**config.mk**
```make
export PLATFORM = sky130hd
export DESIGN_NAME = double_ended_queue
export DESIGN_NICKNAME = d
export VERILOG_FILES = /design/src/deq_pkg.sv /design/src/deq_cell.sv /design/src/deq_gather.sv /design/src/double_ended_queue.sv
export SDC_FILE = /design/constraint.sdc
export NUM_CORES = 1
export LEC_CHECK = 0
export BUFFER_PORTS_ARGS = -buffer_cell sky130_fd_sc_hd__buf_2
export CAP_MARGIN = 15
export CELL_PAD_IN_SITES_DETAIL_PLACEMENT = 2
export CELL_PAD_IN_SITES_GLOBAL_PLACEMENT = 2
export CORE_ASPECT_RATIO = 1.25
export CORE_MARGIN = 2
export CORE_UTILIZATION = 40
export DETAILED_ROUTE_END_ITERATION = 10
export GPL_TIMING_DRIVEN = 0
export MAX_ROUTING_LAYER = met4
export PLACE_DENSITY = 0.79
export SLEW_MARGIN = 20
export SYNTH_ARGS = -nofsm -noshare
export SYNTH_HDL_FRONTEND = slang
export SYNTH_SLANG_ARGS = --single-unit
```
**constraint.sdc**
```tcl
create_clock -name clk -period 4.2 [get_ports clk]
set_input_delay 0 -clock clk [delete_from_list [all_inputs] [get_ports clk]]
set_output_delay 0 -clock clk [all_outputs]
set_load 0.01 [all_outputs]
```
**src/deq_pkg.sv**
```systemverilog
`timescale 1ns / 1ps
`default_nettype none

package deq_pkg;

    // Operation codes carried in the op field of a request.
    typedef enum logic [1:0] {
        OP_PUSH_BACK  = 2'd0,
        OP_PUSH_FRONT = 2'd1,
        OP_POP_FRONT  = 2'd2,
        OP_POP_BACK   = 2'd3
    } op_code_t;

    // Status codes carried in the status field of a response.
    localparam logic [1:0] STAT_OK    = 2'd0;
    localparam logic [1:0] STAT_EMPTY = 2'd1;
    localparam logic [1:0] STAT_FULL  = 2'd2;

    localparam int unsigned IO_WIDTH    = 32;
    localparam int unsigned COUNT_WIDTH = 5;

    typedef struct packed {
        logic [1:0]                 op;
        logic signed [IO_WIDTH-1:0] value;
    } req_item_t;

    typedef struct packed {
        logic signed [IO_WIDTH-1:0] popped;
        logic [1:0]                 status;
        logic signed [IO_WIDTH-1:0] front_value;
        logic signed [IO_WIDTH-1:0] back_value;
        logic                       is_empty;
        logic [COUNT_WIDTH-1:0]     fill_count;
    } rsp_item_t;

    // Per-cycle command broadcast to every cell; already qualified by
    // the full and empty checks, at most one bit is set.
    typedef struct packed {
        logic push_front;
        logic push_back;
        logic pop_front;
        logic pop_back;
    } cell_ctl_t;

    typedef enum logic [1:0] {
        PH_IDLE,
        PH_GATHER,
        PH_HOLD
    } phase_t;

endpackage

`default_nettype wire

```
**src/deq_cell.sv**
```systemverilog
`timescale 1ns / 1ps
`default_nettype none

module deq_cell #(
    parameter int DATA_WIDTH = 32
) (
    input  wire logic                  clk,
    input  wire logic                  rst_n,
    input  wire deq_pkg::cell_ctl_t    ctl,
    input  wire logic [DATA_WIDTH-1:0] push_val,
    input  wire logic [DATA_WIDTH-1:0] lo_value,
    input  wire logic                  lo_valid,
    input  wire logic [DATA_WIDTH-1:0] up_value,
    input  wire logic                  up_valid,
    output logic [DATA_WIDTH-1:0]      value,
    output logic                       valid,
    output logic                       last
);

    logic [DATA_WIDTH-1:0] value_reg;
    logic [DATA_WIDTH-1:0] value_next;
    logic                  valid_reg;
    logic                  valid_next;

    always_comb
    begin
        value_next = value_reg;
        valid_next = valid_reg;
        if (ctl.push_front)
        begin
            // advance toward the back
            value_next = lo_value;
            valid_next = lo_valid;
        end
        else if (ctl.pop_front)
        begin
            // advance toward the front
            value_next = up_value;
            valid_next = up_valid;
        end
        else if (ctl.push_back)
        begin
            // first free cell takes the value
            if (!valid_reg && lo_valid)
            begin
                value_next = push_val;
                valid_next = 1'b1;
            end
        end
        else if (ctl.pop_back)
        begin
            // drop the last occupied cell
            if (valid_reg && !up_valid)
            begin
                valid_next = 1'b0;
            end
        end
    end

    always_ff @(posedge clk or negedge rst_n)
    begin
        if (!rst_n)
        begin
            valid_reg <= 1'b0;
        end
        else
        begin
            valid_reg <= valid_next;
        end
    end

    always_ff @(posedge clk)
    begin
        value_reg <= value_next;
    end

    assign value = value_reg;
    assign valid = valid_reg;
    assign last  = valid_reg && !up_valid;

endmodule

`default_nettype wire

```
**src/deq_gather.sv**
```systemverilog
`timescale 1ns / 1ps
`default_nettype none

module deq_gather #(
    parameter int DEPTH      = 16,
    parameter int DATA_WIDTH = 32
) (
    input  wire logic [DEPTH-1:0][DATA_WIDTH-1:0] values,
    input  wire logic [DEPTH-1:0]                 last,
    output logic [DATA_WIDTH-1:0]                 back
);

    // At most one cell flags itself last; merge the flagged value.
    always_comb
    begin
        back = '0;
        for (int i = 0; i < DEPTH; i++)
        begin
            back = back | (values[i] & {DATA_WIDTH{last[i]}});
        end
    end

endmodule

`default_nettype wire

```
**src/double_ended_queue.sv**
```systemverilog
// Double-ended queue of signed integers held in a row of DEPTH cells. The
// front item always sits in cell 0 and the occupied cells form one
// contiguous run; a push or pop at the front moves every cell's contents one
// place along the row, while a push or pop at the back touches only the cell
// at the end of the run. Each request transfer (op, value) yields exactly one
// response transfer carrying the popped value (-1 when nothing was removed),
// a status (ok, pop on empty, push on full dropped), the front and back values
// after the operation (-1 when empty), an empty flag and the fill count. A
// new request is taken only once the previous response has been taken: the
// cell row updates in the accept (IDLE) phase, the new front and back values
// are gathered into the response registers in the GATHER phase, and the
// response is offered in the HOLD phase until it is taken.
// req_stall stays high from acceptance until the response transfer
// completes. Values are stored in DATA_WIDTH bits and returned sign-extended
// to 32 bits.
`timescale 1ns / 1ps
`default_nettype none

module double_ended_queue #(
    parameter int DEPTH      = 16,
    parameter int DATA_WIDTH = 32
) (
    input  wire logic               clk,
    input  wire logic               rst_n,
    input  wire logic               req_valid,
    output logic                    req_stall,
    input  wire deq_pkg::req_item_t req,
    output logic                    rsp_valid,
    input  wire logic               rsp_stall,
    output deq_pkg::rsp_item_t      rsp
);

    localparam int CW = $clog2(DEPTH + 1);
    localparam int IW = deq_pkg::IO_WIDTH;
    localparam int FW = deq_pkg::COUNT_WIDTH;

    deq_pkg::phase_t phase_reg;
    deq_pkg::phase_t phase_next;

    logic [CW-1:0]  count_reg;
    logic [CW-1:0]  count_next;

    logic [IW-1:0]  popped_reg;
    logic [IW-1:0]  popped_next;
    logic [1:0]     status_reg;
    logic [1:0]     status_next;
    logic [IW-1:0]  front_reg;
    logic [IW-1:0]  back_reg;
    logic           empty_reg;
    logic [FW-1:0]  fill_reg;

    logic           req_xfer;
    logic           gather_load;
    logic           is_full;
    logic           is_void;

    deq_pkg::cell_ctl_t ctl;

    logic [DATA_WIDTH-1:0]             push_val;
    logic [DEPTH-1:0][DATA_WIDTH-1:0]  cell_value;
    logic [DEPTH-1:0]                  cell_valid;
    logic [DEPTH-1:0]                  cell_last;
    logic [DATA_WIDTH-1:0]             back_raw;
    logic [IW-1:0]                     front_ext;
    logic [IW-1:0]                     back_ext;
    logic [FW-1:0]                     fill_ext;

    assign req_xfer = req_valid && !req_stall;
    assign is_full  = (count_reg == CW'(DEPTH));
    assign is_void  = (count_reg == '0);

    // Fit the 32-bit request value to the storage width, and sign-extend
    // stored values back out to 32 bits.
    generate
        if (DATA_WIDTH <= IW)
        begin : g_narrow_in
            assign push_val = req.value[DATA_WIDTH-1:0];
        end
        else
        begin : g_wide_in
            assign push_val = {{(DATA_WIDTH-IW){req.value[IW-1]}}, req.value};
        end

        if (DATA_WIDTH >= IW)
        begin : g_wide_out
            assign front_ext = cell_value[0][IW-1:0];
            assign back_ext  = back_raw[IW-1:0];
        end
        else
        begin : g_narrow_out
            assign front_ext = {{(IW-DATA_WIDTH){cell_value[0][DATA_WIDTH-1]}},
                                cell_value[0]};
            assign back_ext  = {{(IW-DATA_WIDTH){back_raw[DATA_WIDTH-1]}}, back_raw};
        end

        if (CW >= FW)
        begin : g_fill_trunc
            assign fill_ext = count_reg[FW-1:0];
        end
        else
        begin : g_fill_ext
            assign fill_ext = {{(FW-CW){1'b0}}, count_reg};
        end
    endgenerate

    // Decode the accepted request into one row command, rejecting pushes
    // on a full row and pops on an empty one.
    always_comb
    begin
        ctl         = '0;
        count_next  = count_reg;
        popped_next = popped_reg;
        status_next = status_reg;
        if (req_xfer)
        begin
            popped_next = '1;
            status_next = deq_pkg::STAT_OK;
            case (deq_pkg::op_code_t'(req.op))
                deq_pkg::OP_PUSH_BACK:
                begin
                    if (is_full)
                    begin
                        status_next = deq_pkg::STAT_FULL;
                    end
                    else
                    begin
                        ctl.push_back = 1'b1;
                        count_next    = count_reg + 1'b1;
                    end
                end
                deq_pkg::OP_PUSH_FRONT:
                begin
                    if (is_full)
                    begin
                        status_next = deq_pkg::STAT_FULL;
                    end
                    else
                    begin
                        ctl.push_front = 1'b1;
                        count_next     = count_reg + 1'b1;
                    end
                end
                deq_pkg::OP_POP_FRONT:
                begin
                    if (is_void)
                    begin
                        status_next = deq_pkg::STAT_EMPTY;
                    end
                    else
                    begin
                        ctl.pop_front = 1'b1;
                        popped_next   = front_ext;
                        count_next    = count_reg - 1'b1;
                    end
                end
                deq_pkg::OP_POP_BACK:
                begin
                    if (is_void)
                    begin
                        status_next = deq_pkg::STAT_EMPTY;
                    end
                    else
                    begin
                        ctl.pop_back = 1'b1;
                        popped_next  = back_ext;
                        count_next   = count_reg - 1'b1;
                    end
                end
                default:
                begin
                    status_next = deq_pkg::STAT_OK;
                end
            endcase
        end
    end

    // Cell row: cell 0 sees the incoming value as its lower neighbor, the
    // last cell sees an always-empty upper neighbor.
    generate
        for (genvar i = 0; i < DEPTH; i++)
        begin : g_cell
            logic [DATA_WIDTH-1:0] lo_value;
            logic                  lo_valid;
            logic [DATA_WIDTH-1:0] up_value;
            logic                  up_valid;

            if (i == 0)
            begin : g_first
                assign lo_value = push_val;
                assign lo_valid = 1'b1;
            end
            else
            begin : g_mid_lo
                assign lo_value = cell_value[i-1];
                assign lo_valid = cell_valid[i-1];
            end

            if (i == DEPTH - 1)
            begin : g_final
                assign up_value = '0;
                assign up_valid = 1'b0;
            end
            else
            begin : g_mid_up
                assign up_value = cell_value[i+1];
                assign up_valid = cell_valid[i+1];
            end

            deq_cell #(
                .DATA_WIDTH(DATA_WIDTH)
            ) u_cell (
                .clk      (clk),
                .rst_n    (rst_n),
                .ctl      (ctl),
                .push_val (push_val),
                .lo_value (lo_value),
                .lo_valid (lo_valid),
                .up_value (up_value),
                .up_valid (up_valid),
                .value    (cell_value[i]),
                .valid    (cell_valid[i]),
                .last     (cell_last[i])
            );
        end
    endgenerate

    // Pick the back value out of the row.
    deq_gather #(
        .DEPTH      (DEPTH),
        .DATA_WIDTH (DATA_WIDTH)
    ) u_gather (
        .values (cell_value),
        .last   (cell_last),
        .back   (back_raw)
    );

    // Sequencer: accept, gather, hold until the response transfer.
    always_comb
    begin
        phase_next = phase_reg;
        case (phase_reg)
            deq_pkg::PH_IDLE:
            begin
                if (req_valid)
                begin
                    phase_next = deq_pkg::PH_GATHER;
                end
            end
            deq_pkg::PH_GATHER:
            begin
                phase_next = deq_pkg::PH_HOLD;
            end
            deq_pkg::PH_HOLD:
            begin
                if (!rsp_stall)
                begin
                    phase_next = deq_pkg::PH_IDLE;
                end
            end
            default:
            begin
                phase_next = deq_pkg::PH_IDLE;
            end
        endcase
    end

    always_comb
    begin
        req_stall   = 1'b1;
        rsp_valid   = 1'b0;
        gather_load = 1'b0;
        case (phase_reg)
            deq_pkg::PH_IDLE:
            begin
                req_stall = 1'b0;
            end
            deq_pkg::PH_GATHER:
            begin
                gather_load = 1'b1;
            end
            deq_pkg::PH_HOLD:
            begin
                rsp_valid = 1'b1;
            end
            default:
            begin
                req_stall = 1'b1;
            end
        endcase
    end

    always_ff @(posedge clk or negedge rst_n)
    begin
        if (!rst_n)
        begin
            phase_reg <= deq_pkg::PH_IDLE;
            count_reg <= '0;
        end
        else
        begin
            phase_reg <= phase_next;
            count_reg <= count_next;
        end
    end

    // Response payload; hold while the response is stalled.
    always_ff @(posedge clk)
    begin
        popped_reg <= popped_next;
        status_reg <= status_next;
        if (gather_load)
        begin
            empty_reg <= is_void;
            fill_reg  <= fill_ext;
            front_reg <= is_void ? '1 : front_ext;
            back_reg  <= is_void ? '1 : back_ext;
        end
    end

    assign rsp.popped      = popped_reg;
    assign rsp.status      = status_reg;
    assign rsp.front_value = front_reg;
    assign rsp.back_value  = back_reg;
    assign rsp.is_empty    = empty_reg;
    assign rsp.fill_count  = fill_reg;

    // The count always matches the number of occupied cells.
    a_count_matches: assert property (@(posedge clk) disable iff (!rst_n)
        $countones(cell_valid) == int'(count_reg))
        else $error("fill count disagrees with occupied cells");

    // Occupied cells form one run starting at cell 0.
    a_contiguous: assert property (@(posedge clk) disable iff (!rst_n)
        ((cell_valid + 1'b1) & cell_valid) == '0)
        else $error("occupied cells are not contiguous from the front");

    // An accepted push on a non-full row grows the count by one.
    a_push_grows: assert property (@(posedge clk) disable iff (!rst_n)
        (req_xfer && !is_full && !req.op[1]) |=> (count_reg == $past(count_reg) + 1'b1))
        else $error("push did not grow the count");

endmodule

`default_nettype wire
```
After elaboration in Yosys (flattened, before gate mapping)

Cells that the tools add are included.

RAM bits: 0
ROM bits: 0
Output and inout port bits: 106
Bits in registers: 639
Memories kept: 0
Latch bits: 0

Reduce and logical (&&, ||, !) cells: 102
$mul: 0
Muxes and demuxes: 180
Shift operators: 0
Div/mod/pow operators: 0
Add/subtract/negate cells: 2
Bitwise gates (word level): 31
Eq/ne operators: 26
Magnitude comparators: 0

Operators with widths:

| cell                                                                    | count |
|---|---|
| 32-bit two-way mux                                                      | 66 |
| 32-bit bitwise AND                                                      | 16 |
| 32-bit bitwise OR                                                       | 15 |
| 1-bit two-way mux                                                       | 104 |
| 32-bit case mux with 2 select lines                                     | 1 |
| 4-bit nonzero test                                                      | 16 |
| 4-bit by 2-bit inequality test with 1-bit output, second input constant | 15 |
| 3-bit nonzero test                                                      | 16 |
| 3-bit AND reduction                                                     | 15 |
| 2-bit AND reduction                                                     | 19 |
| 1-bit logical AND                                                       | 16 |
| 1-bit zero test                                                         | 15 |
| 5-bit two-way mux                                                       | 2 |
| 5-bit case mux with 2 select lines                                      | 1 |
| 2-bit inequality test, second input constant                            | 4 |
| 2-bit == test, second input constant                                    | 3 |
| 2-bit two-way mux                                                       | 3 |
| 2-bit case mux with 3 select lines                                      | 1 |
| 5-bit by 1-bit adder with 5-bit output, second input constant           | 1 |
| 5-bit == test, second input constant                                    | 1 |
| 5-bit zero test                                                         | 1 |
| 5-bit by 1-bit subtractor with 5-bit output, second input constant      | 1 |
| 2-bit by 1-bit == test with 1-bit output, second input constant         | 2 |
| 2-bit zero test                                                         | 2 |
| other kinds (4)                                                         | 5 |

Depth between registers and ports, before layout

Gate-level depths: netlist of the first run.

Depth after elaboration: 20
Depth in mapped cells: 9
Depth with buffers taken out: 5

Hierarchy

From an unflattened synthesis of the first run, not the netlist that was laid out.

Cells, all modules: 3,039
Area total of the unflattened synthesis: 35,574.1 um^2

Modules (own cells, without submodules):

| module             | area each (um^2) | cells an instance | times used |
|---|---|---|---|
| deq_cell           | 1,759.2          | 150               | 16 |
| double_ended_queue | 4,600.7          | 303               | 1 |
| deq_gather         | 2,826.5          | 336               | 1 |

Least setup slack after synthesis of the first run

No wires, ideal clock.

Path type: reg2reg
Start point: reg count_reg[0]
End point: reg g_cell[0].u_cell.value_reg[0], enable pin
Arrival: 3.835 ns
Library setup time: 0.466 ns
Data required time: 3.734 ns
Slack: -0.101 ns
Buffers on the path: 2
Cell stages (with the launch flop): 7
Period minus slack after synthesis: 4.301 ns
Cell sequence: dfrtp_1 -> or4_4 -> buf_2 -> o21ai_2 -> or3_1 -> clkbuf_1 -> o21ai_0

Word-level cells in the longest chain between the ends: 6
Elaborated cells on any way between the ends: 11
Classes of those cells: eq/ne: 2; mux: 6; reduce/logical: 3

Ends and longest elaborated chain:

| element                                                                      | line                                                                            | source |
|---|---|---|
| start, declared                                                              | double_ended_queue.sv:40                                                        | `logic [CW-1:0] count_reg;` |
| start signal, assigned                                                       | double_ended_queue.sv:302                                                       | `count_reg <= count_next;` |
| 5-bit == test or 5-bit zero test (tied branches)                             | double_ended_queue.sv:69, double_ended_queue.sv:70                              |  |
| 1-bit two-way mux (on tied branches)                                         | double_ended_queue.sv:121, double_ended_queue.sv:133, double_ended_queue.sv:145 |  |
| 1-bit two-way mux                                                            | double_ended_queue.sv:118                                                       | `case (deq_pkg::op_code_t'(req.op))` |
| 4-bit two-way mux *                                                          | double_ended_queue.sv:114                                                       | `if (req_xfer)` |
| 3-bit inequality test (no source line) or 3-bit nonzero test (tied branches) | -                                                                               |  |
| 2-bit AND reduction (no source line) *                                       | -                                                                               |  |
| end signal, assigned                                                         | deq_cell.sv:74                                                                  | `value_reg <= value_next;` |
| end, declared                                                                | deq_cell.sv:20                                                                  | `logic [DATA_WIDTH-1:0] value_reg;` |

Every way passes the cells marked *; elsewhere a longest branch is shown, timed or not.
A chain may end at the register's enable or synchronous reset.

Worst setup path in the final report of the first run

Start point: reg phase_reg[1]
End point: reg g_cell[13].u_cell.value_reg[19], enable pin

Word-level cells in the longest chain between the ends: 5
Elaborated cells on any way between the ends: 6
Classes of those cells: mux: 1; reduce/logical: 5

Ends and longest elaborated chain:

| element                                | line                      | source |
|---|---|---|
| start, declared                        | double_ended_queue.sv:37  | `deq_pkg::phase_t phase_reg;` |
| start signal, assigned                 | double_ended_queue.sv:296 | `phase_reg <= deq_pkg::PH_IDLE;` |
| start signal, assigned                 | double_ended_queue.sv:301 | `phase_reg <= phase_next;` |
| 2-bit zero test *                      | double_ended_queue.sv:272 | `case (phase_reg)` |
| 1-bit logical AND *                    | double_ended_queue.sv:68  | `assign req_xfer = req_valid && !req_stall;` |
| 4-bit two-way mux *                    | double_ended_queue.sv:114 |  |
| 3-bit nonzero test (no source line)    | -                         |  |
| 2-bit AND reduction (no source line) * | -                         |  |
| end signal, assigned                   | deq_cell.sv:74            |  |
| end, declared                          | deq_cell.sv:20            |  |

Marks and branches as above.

==> results of run 1 <==
## worst max path at each step
stage	from	endpoint	slack (ns)	depth (start not counted)
2_1_floorplan	count_reg[0]$_DFFE_PN0P_	g_cell[0].u_cell.value[0]$_DFFE_PP_	-0.10	6
3_3_place_gp	g_cell[14].u_cell.valid$_DFFE_PN0P_	g_cell[15].u_cell.value[17]$_DFFE_PP_	-3.87	5
3_5_place_dp	count_reg[0]$_DFFE_PN0P_	g_cell[13].u_cell.value[18]$_DFFE_PP_	-0.51	8
4_1_cts	phase_reg[1]$_DFFE_PN0P_	g_cell[13].u_cell.value[27]$_DFFE_PP_	0.11	9
5_1_grt	count_reg[4]$_DFFE_PN0P_	g_cell[13].u_cell.value[24]$_DFFE_PP_	0.006	8
6_report	phase_reg[1]$_DFFE_PN0P_	g_cell[13].u_cell.value[19]$_DFFE_PP_	-0.06	9
## kinds of logic after synthesis
family	Yosys count
XOR/XNOR	4
flip-flops	639
AND/OR/NAND/NOR	694
adder cells (fa/ha/maj)	4
buffers and inverters	392
AO/OA/AOI/OAI	740
multiplexers	15
## tightest hold or removal path, stage by stage
cell and delay (ns):
sky130_fd_sc_hd__dlygate4sd3_1 0.53, sky130_fd_sc_hd__buf_2 0.11, sky130_fd_sc_hd__a21o_1 0.10
## synth_stat cells (27+ instances only)
cell,number
sky130_fd_sc_hd__nand2_1,180
sky130_fd_sc_hd__nand3b_1,282
sky130_fd_sc_hd__o2111ai_1,79
sky130_fd_sc_hd__nor2_1,39
sky130_fd_sc_hd__a221o_1,448
sky130_fd_sc_hd__inv_1,82
sky130_fd_sc_hd__a21oi_1,27
sky130_fd_sc_hd__buf_2,83
sky130_fd_sc_hd__and3_1,38
sky130_fd_sc_hd__clkbuf_1,156
sky130_fd_sc_hd__nor4_1,32
sky130_fd_sc_hd__buf_4,37
sky130_fd_sc_hd__buf_1,27
sky130_fd_sc_hd__edfxtp_1,616
sky130_fd_sc_hd__nand2b_1,44
sky130_fd_sc_hd__a21o_1,36
## metrics by stage
step	utilization, %	cells	power, W
finish	47.55	3889	0.02611
global route	47.55	3889	0.02646
CTS	47.46	3884	0.02543
detailed placement	43.94	3718	0.01862
global placement	42.76	3693	0.01798
floorplan	-	2488	0.01377
## layer usage
layer	wire length, um	vias to the layer above
li1	-	10840
met1	69550	14690
met2	77130	1938
met3	18100	394
met4	7964	0
met5	0	-
## where the power goes
group | internal (W) | switching (W) | total, W
Sequential | 0.00887 | 0.00120 | 0.0101
Combinational | 0.00270 | 0.00649 | 0.00918
Clock | 0.00395 | 0.00290 | 0.00685
Total | 0.0155 | 0.0106 | 0.0261
## area by class of cell
class,instances,area share [%]
clock inverters,42,1.212
plain buffers,308,3.745
diodes,5,0.03302
well taps,1062,3.507
clock buffers,88,5.194
repair buffers,204,4.600
inverters,84,0.8454
multi-input cells,1457,30.53
flip-flops and latches,639,50.34
## what timing repair did
item / in CTS / in global routing
setup endpoints to repair: 318 / 12
pin swaps: 1 / 1
gates resized for setup: 3 / 0
hold endpoints to repair: 64 / 0
hold buffers: 36 / 0
==> run summary, run 1 <==
Std-Cell Rows -> 116
Number of detailed-route iterations in the first pass -> 6
Final max-slew violation count -> 0
Number of synthesized register bits -> 639
Final Skew -> 0.02869 ns
Max-cap violations -> 0
DRC violation count after routing -> 0
Setup Slack @ Placement -> -0.5120 ns
Crit path cell chain -> or3b_1 > buf_4 > a2111oi_4 > buf_2 > nor2_2 > clkbuf_2 > o21ai_4 > buf_16 > buf_16
Largest stage delay on the critical path -> 0.94 ns
Result of the run -> complete, but fails checks
Clock sink count -> 639
Worst flop-to-flop path startpoint -> phase_reg[1]$_DFFE_PN0P_
HPWL after DPL -> 133400 um
Most frequently used flop master after synthesis -> sky130_fd_sc_hd__edfxtp_1
Fillers -> 7720
Min Tclk post-route -> 4.261 ns
Data arrival time at the worst-slack endpoint -> 4.63 ns
Die footprint -> 82360 um2
GR Util met3 -> 9.507%
Register-to-register path setup slack -> -0.06 ns
DR WL/cell -> 44.42 um
CP Max Fanout -> 13
Setup total negative slack -> -0.8123 ns
Fraction of layout instances using a drive strength above 1 -> 16.97%
Maximum number of pins on one net before global-route repair -> 40
Worst min-delay path startpoint -> rsp_stall
Met1 GRT Util -> 56.26%
Multi-input gate area in the final layout -> 11570 um2
GR Util All Layers -> 42.52%
Peak ir drop on the vdd network -> 442.0 uV
Hold EP -> phase_reg[1]$_DFFE_PN0P_
Depth of the worst hold-timing path -> 3
Yosys warnings -> 0
Routability congestion estimate from global placement -> 1.061
Fin Hold WS -> 0.1112 ns
Number of H-tree levels -> 3
Total global routing overflow -> 0
Crit path capture type -> register
Vias -> 27850
Post-route cell area -> 37890 um2
Instance area at placement -> 35010 um2
Busiest layer in global routing -> met2
Most frequent cell on the critical path -> sky130_fd_sc_hd__buf_16
Wire length of the first global-routing pass -> 235700 um
Cell area after synthesis -> 32030 um2
Post-DR vias/cell -> 7.162
Share of Yosys cell area claimed by the top area cell type -> 57.76%
Worst setup SP type -> register
Synth Area in Adders -> 0.1797%
Commonest cells after routing, fill and taps aside -> sky130_fd_sc_hd__edfxtp_1, sky130_fd_sc_hd__a221o_1, sky130_fd_sc_hd__nand3b_1, sky130_fd_sc_hd__buf_2, sky130_fd_sc_hd__nand2_1
Area growth from synthesis to layout -> 18.31%
Period Utilization, post-route -> 101.4%
Pwr Density -> 689.1 nW/um2
Crit path max-delay family -> buffers and inverters
Clock buffer depth -> 3
Failing checks -> setup timing
Iteration-0 DRC count of the detailed router -> 4513
I/O pin cnt -> 144
Cell taking the most area after synthesis -> sky130_fd_sc_hd__edfxtp_1
Multiplexer area fraction after synthesis -> 0.5274%
Mean post-synth cell area -> 12.87 um2
Post-detailed-routing wire length -> 172800 um
Clock-pin transition on the worst setup and hold timing paths -> 0.07 ns
Distinct cells, synth -> 54
Area of the core -> 79680 um2
Slew at the pin with the worst max-slew slack -> 1.256 ns
Final number of hold-violating endpoints -> 0
Ranking of synthesized cells by area -> sky130_fd_sc_hd__edfxtp_1, sky130_fd_sc_hd__a221o_1, sky130_fd_sc_hd__nand3b_1
Register area -> 19070 um2
RSZ-0062 raised after global routing -> false
Nets -> 2809
Initial cell density of the core -> 40.19%
TritonCTS clock tree -> done
Slowest CP cell -> sky130_fd_sc_hd__a2111oi_4
M2 GR Usage -> 63.26%
Simple logic cell fraction of the synthesized area -> 13.14%
Commonest non-fill, non-tap cell in the layout -> sky130_fd_sc_hd__edfxtp_1
Number of flops mapped to enable cells by yosys -> 616
FF-to-FF path depth -> 9
Async set-or-reset flop fraction in the synthesized netlist -> 3.599%
Type of the worst min-delay path -> input port to register
Antenna violations before repair -> 12
Die span in x -> 257.1 um
Smallest setup slack after layout -> -0.06075 ns
Max frequency -> 0.2347 GHz
Terminus of the critical flop-to-flop path -> g_cell[13].u_cell.value[19]$_DFFE_PP_
Main combinational cell family by area after synthesis -> compound AO/OA/AOI/OAI gates
Crit Path Category -> register to register
Sequential fraction of the synthesis area -> 59.55%
Y dimension of the die -> 320.4 um
Setup Viol. Count Final -> 15
Data required time at the worst endpoint -> 4.57 ns
Post-synthesis compound-gate area fraction -> 21.10%
Clock network latency to the later pin of the worst-skew pair -> 0.67 ns
Post-CTS setup buffer count -> 0
Final ANT Viol Nets -> 0
Cell chosen for the clock root -> sky130_fd_sc_hd__clkbuf_16
Num CTS Buffers -> 73
Post-Synth XOR/XNOR Area -> 0.1094%
Number of flip-flops under the largest register name -> 512
Cell leakage power -> 13.37 nW
Crit path buf inv count -> 5
Cells after Synth -> 2488
Count of input and output buffers -> 143
Slew headroom -> 15.51%
Net count of the mapped netlist -> 2530
Via count of the first global-routing pass -> 27500
Power figures use the tool's default switching activity.
==> run 2, diff against run 1 <==
Settings changed: CELL_PAD_IN_SITES_DETAIL_PLACEMENT 2 to 1.
==> run summary, run 2 (same netlist as run 1, synthesis figures left out) <==
GR Util All Layers -> 39.89%
Clock-pin transition on the worst setup and hold timing paths -> 0.06 ns
Fillers -> 8188
TritonCTS clock tree -> done
Hold EP -> phase_reg[1]$_DFFE_PN0P_
Terminus of the critical flop-to-flop path -> popped_reg[2]$_DFFE_PP_
Final Skew -> 0.03371 ns
Wire length of the first global-routing pass -> 220800 um
Worst flop-to-flop path startpoint -> g_cell[15].u_cell.valid$_DFFE_PN0P_
RSZ-0062 raised after global routing -> false
Nets -> 2807
DRC violation count after routing -> 0
Count of input and output buffers -> 143
Post-DR vias/cell -> 6.978
Final max-slew violation count -> 0
Fin Hold WS -> 0.1092 ns
Instance area at placement -> 35010 um2
Area of the core -> 79680 um2
Max frequency -> 0.2387 GHz
Fraction of layout instances using a drive strength above 1 -> 16.84%
Initial cell density of the core -> 40.19%
Commonest cells after routing, fill and taps aside -> sky130_fd_sc_hd__edfxtp_1, sky130_fd_sc_hd__a221o_1, sky130_fd_sc_hd__nand3b_1, sky130_fd_sc_hd__buf_2, sky130_fd_sc_hd__nand2_1
Total global routing overflow -> 0
Max-cap violations -> 0
Post-layout util -> 47.29%
Depth of the worst hold-timing path -> 3
Num CTS Buffers -> 71
Data arrival time at the worst-slack endpoint -> 4.51 ns
HPWL after DPL -> 128300 um
Setup crit start -> g_cell[15].u_cell.valid$_DFFE_PN0P_
Post-detailed-routing wire length -> 162600 um
Vias -> 27070
Maximum number of pins on one net before global-route repair -> 40
Clock sink count -> 639
Slew at the pin with the worst max-slew slack -> 1.289 ns
Largest stage delay on the critical path -> 1.00 ns
Pwr Density -> 669.8 nW/um2
Register-to-register path setup slack -> 0.01 ns
Peak ir drop on the vdd network -> 459.9 uV
I/O pin cnt -> 144
Die span in x -> 257.1 um
Crit path capture type -> register
Smallest setup slack after layout -> 0.01039 ns
Setup Slack @ Placement -> -0.4264 ns
Cell chosen for the clock root -> sky130_fd_sc_hd__clkbuf_16
Worst setup SP type -> register
Number of flip-flops under the largest register name -> 512
Clock buffer depth -> 3
Clock network latency to the later pin of the worst-skew pair -> 0.66 ns
Final ANT Viol Nets -> 0
Setup Viol. Count Final -> 0
Most frequent cell on the critical path -> sky130_fd_sc_hd__clkbuf_1
Slowest CP cell -> sky130_fd_sc_hd__nor4_1
Final number of hold-violating endpoints -> 0
Via count of the first global-routing pass -> 25890
FF-to-FF path depth -> 5
Min Tclk post-route -> 4.190 ns
Area growth from synthesis to layout -> 17.65%
Setup total negative slack -> 0 ns
Crit Path Category -> register to register
Type of the worst min-delay path -> input port to register
Crit path cell chain -> clkbuf_1 > clkbuf_1 > o21ai_0 > nor4_1 > a31oi_1
Result of the run -> finished clean
Number of detailed-route iterations in the first pass -> 6
DR WL/cell -> 41.91 um
CP Max Fanout -> 10
Antenna violations before repair -> 7
Cell leakage power -> 13.29 nW
Number of H-tree levels -> 3
Post-route cell area -> 37680 um2
Post-CTS setup buffer count -> 0
Std-Cell Rows -> 116
Data required time at the worst endpoint -> 4.52 ns
Commonest non-fill, non-tap cell in the layout -> sky130_fd_sc_hd__edfxtp_1
Slew headroom -> 14.06%
Y dimension of the die -> 320.4 um
Period Utilization, post-route -> 99.75%
Die footprint -> 82360 um2
Worst min-delay path startpoint -> rsp_stall
Routability congestion estimate from global placement -> 1.061
Iteration-0 DRC count of the detailed router -> 4123
==> run 2: cell types whose count changed in the layout (fill, tap and decap cells not counted), moves of 3 or more <==
cell	previous run	this run
sky130_fd_sc_hd__bufinv_16	10	6
sky130_fd_sc_hd__clkbuf_16	77	73
sky130_fd_sc_hd__clkinv_1	17	13
sky130_fd_sc_hd__clkinvlp_4	3	0
sky130_fd_sc_hd__diode_2	5	2
==> run 2: per-layer routing <==
layer	GRT usage, %	routed length [um]
met5	-	0
met4	15.34	6861
met3	10.31	18300
met2	58.26	71150
met1	53.19	66270
==> run 2: power by group <==
group	internal [W]	total, W	leakage [nW]	switching (W)
clock network	0.00358	0.00635	1.10	0.00277
logic	0.00269	0.00890	6.22	0.00621
registers	0.00887	0.00999	5.97	0.00112
==> run 2: worst max-delay path by stage <==
| stage | end | slack [ns] |
|---|---|---|
| 2_1_floorplan | g_cell[0].u_cell.value[0]$_DFFE_PP_ | -0.10 |
| 3_3_place_gp | g_cell[15].u_cell.value[17]$_DFFE_PP_ | -3.87 |
| 3_5_place_dp | g_cell[13].u_cell.value[18]$_DFFE_PP_ | -0.43 |
| 4_1_cts | g_cell[13].u_cell.value[16]$_DFFE_PP_ | 0.009 |
| 5_1_grt | g_cell[13].u_cell.value[16]$_DFFE_PP_ | 0.07 |
| 6_report | popped_reg[2]$_DFFE_PP_ | 0.01 |
==> run 2: cell type report <==
type | instances | area (um2) | area share (%)
Tap cell | 1062 | 1329 | 3.526
Clock inverter | 35 | 326.6 | 0.8667
Inverter | 84 | 320.3 | 0.8501
Multi-Input combinational cell | 1457 | 11560 | 30.68
Antenna cell | 2 | 5.005 | 0.01328
Sequential cell | 639 | 19070 | 50.62
Buffer | 308 | 1420 | 3.769
Timing Repair Buffer | 204 | 1743 | 4.626
Clock buffer | 88 | 1903 | 5.051
==> run 2: what timing repair did <==
action,4_1_cts,5_1_grt
endpoints found under the hold margin,77,0
endpoints found under the setup margin,308,104
pin swaps,1,1
hold buffers,36,0
resized for setup,1,1
==> run 2: through the flow <==
| stage | cells | total power, W |
|---|---|---|
| 2_1_floorplan | 2488 | 0.01377 |
| 6_report | 3879 | 0.02524 |
| 3_3_place_gp | 3693 | 0.01798 |
| 3_5_place_dp | 3718 | 0.01845 |
| 5_1_grt | 3879 | 0.02571 |
| 4_1_cts | 3877 | 0.02479 |
==> run 2: critical path: cells and delay by family, from the launching register on <==
kind	cells	cell delay, ns
AOI/OAI and AO/OA	2	0.84
buffers and inverters	2	1.46
DFF	1	0.57
and+or+nand+nor	1	1.00
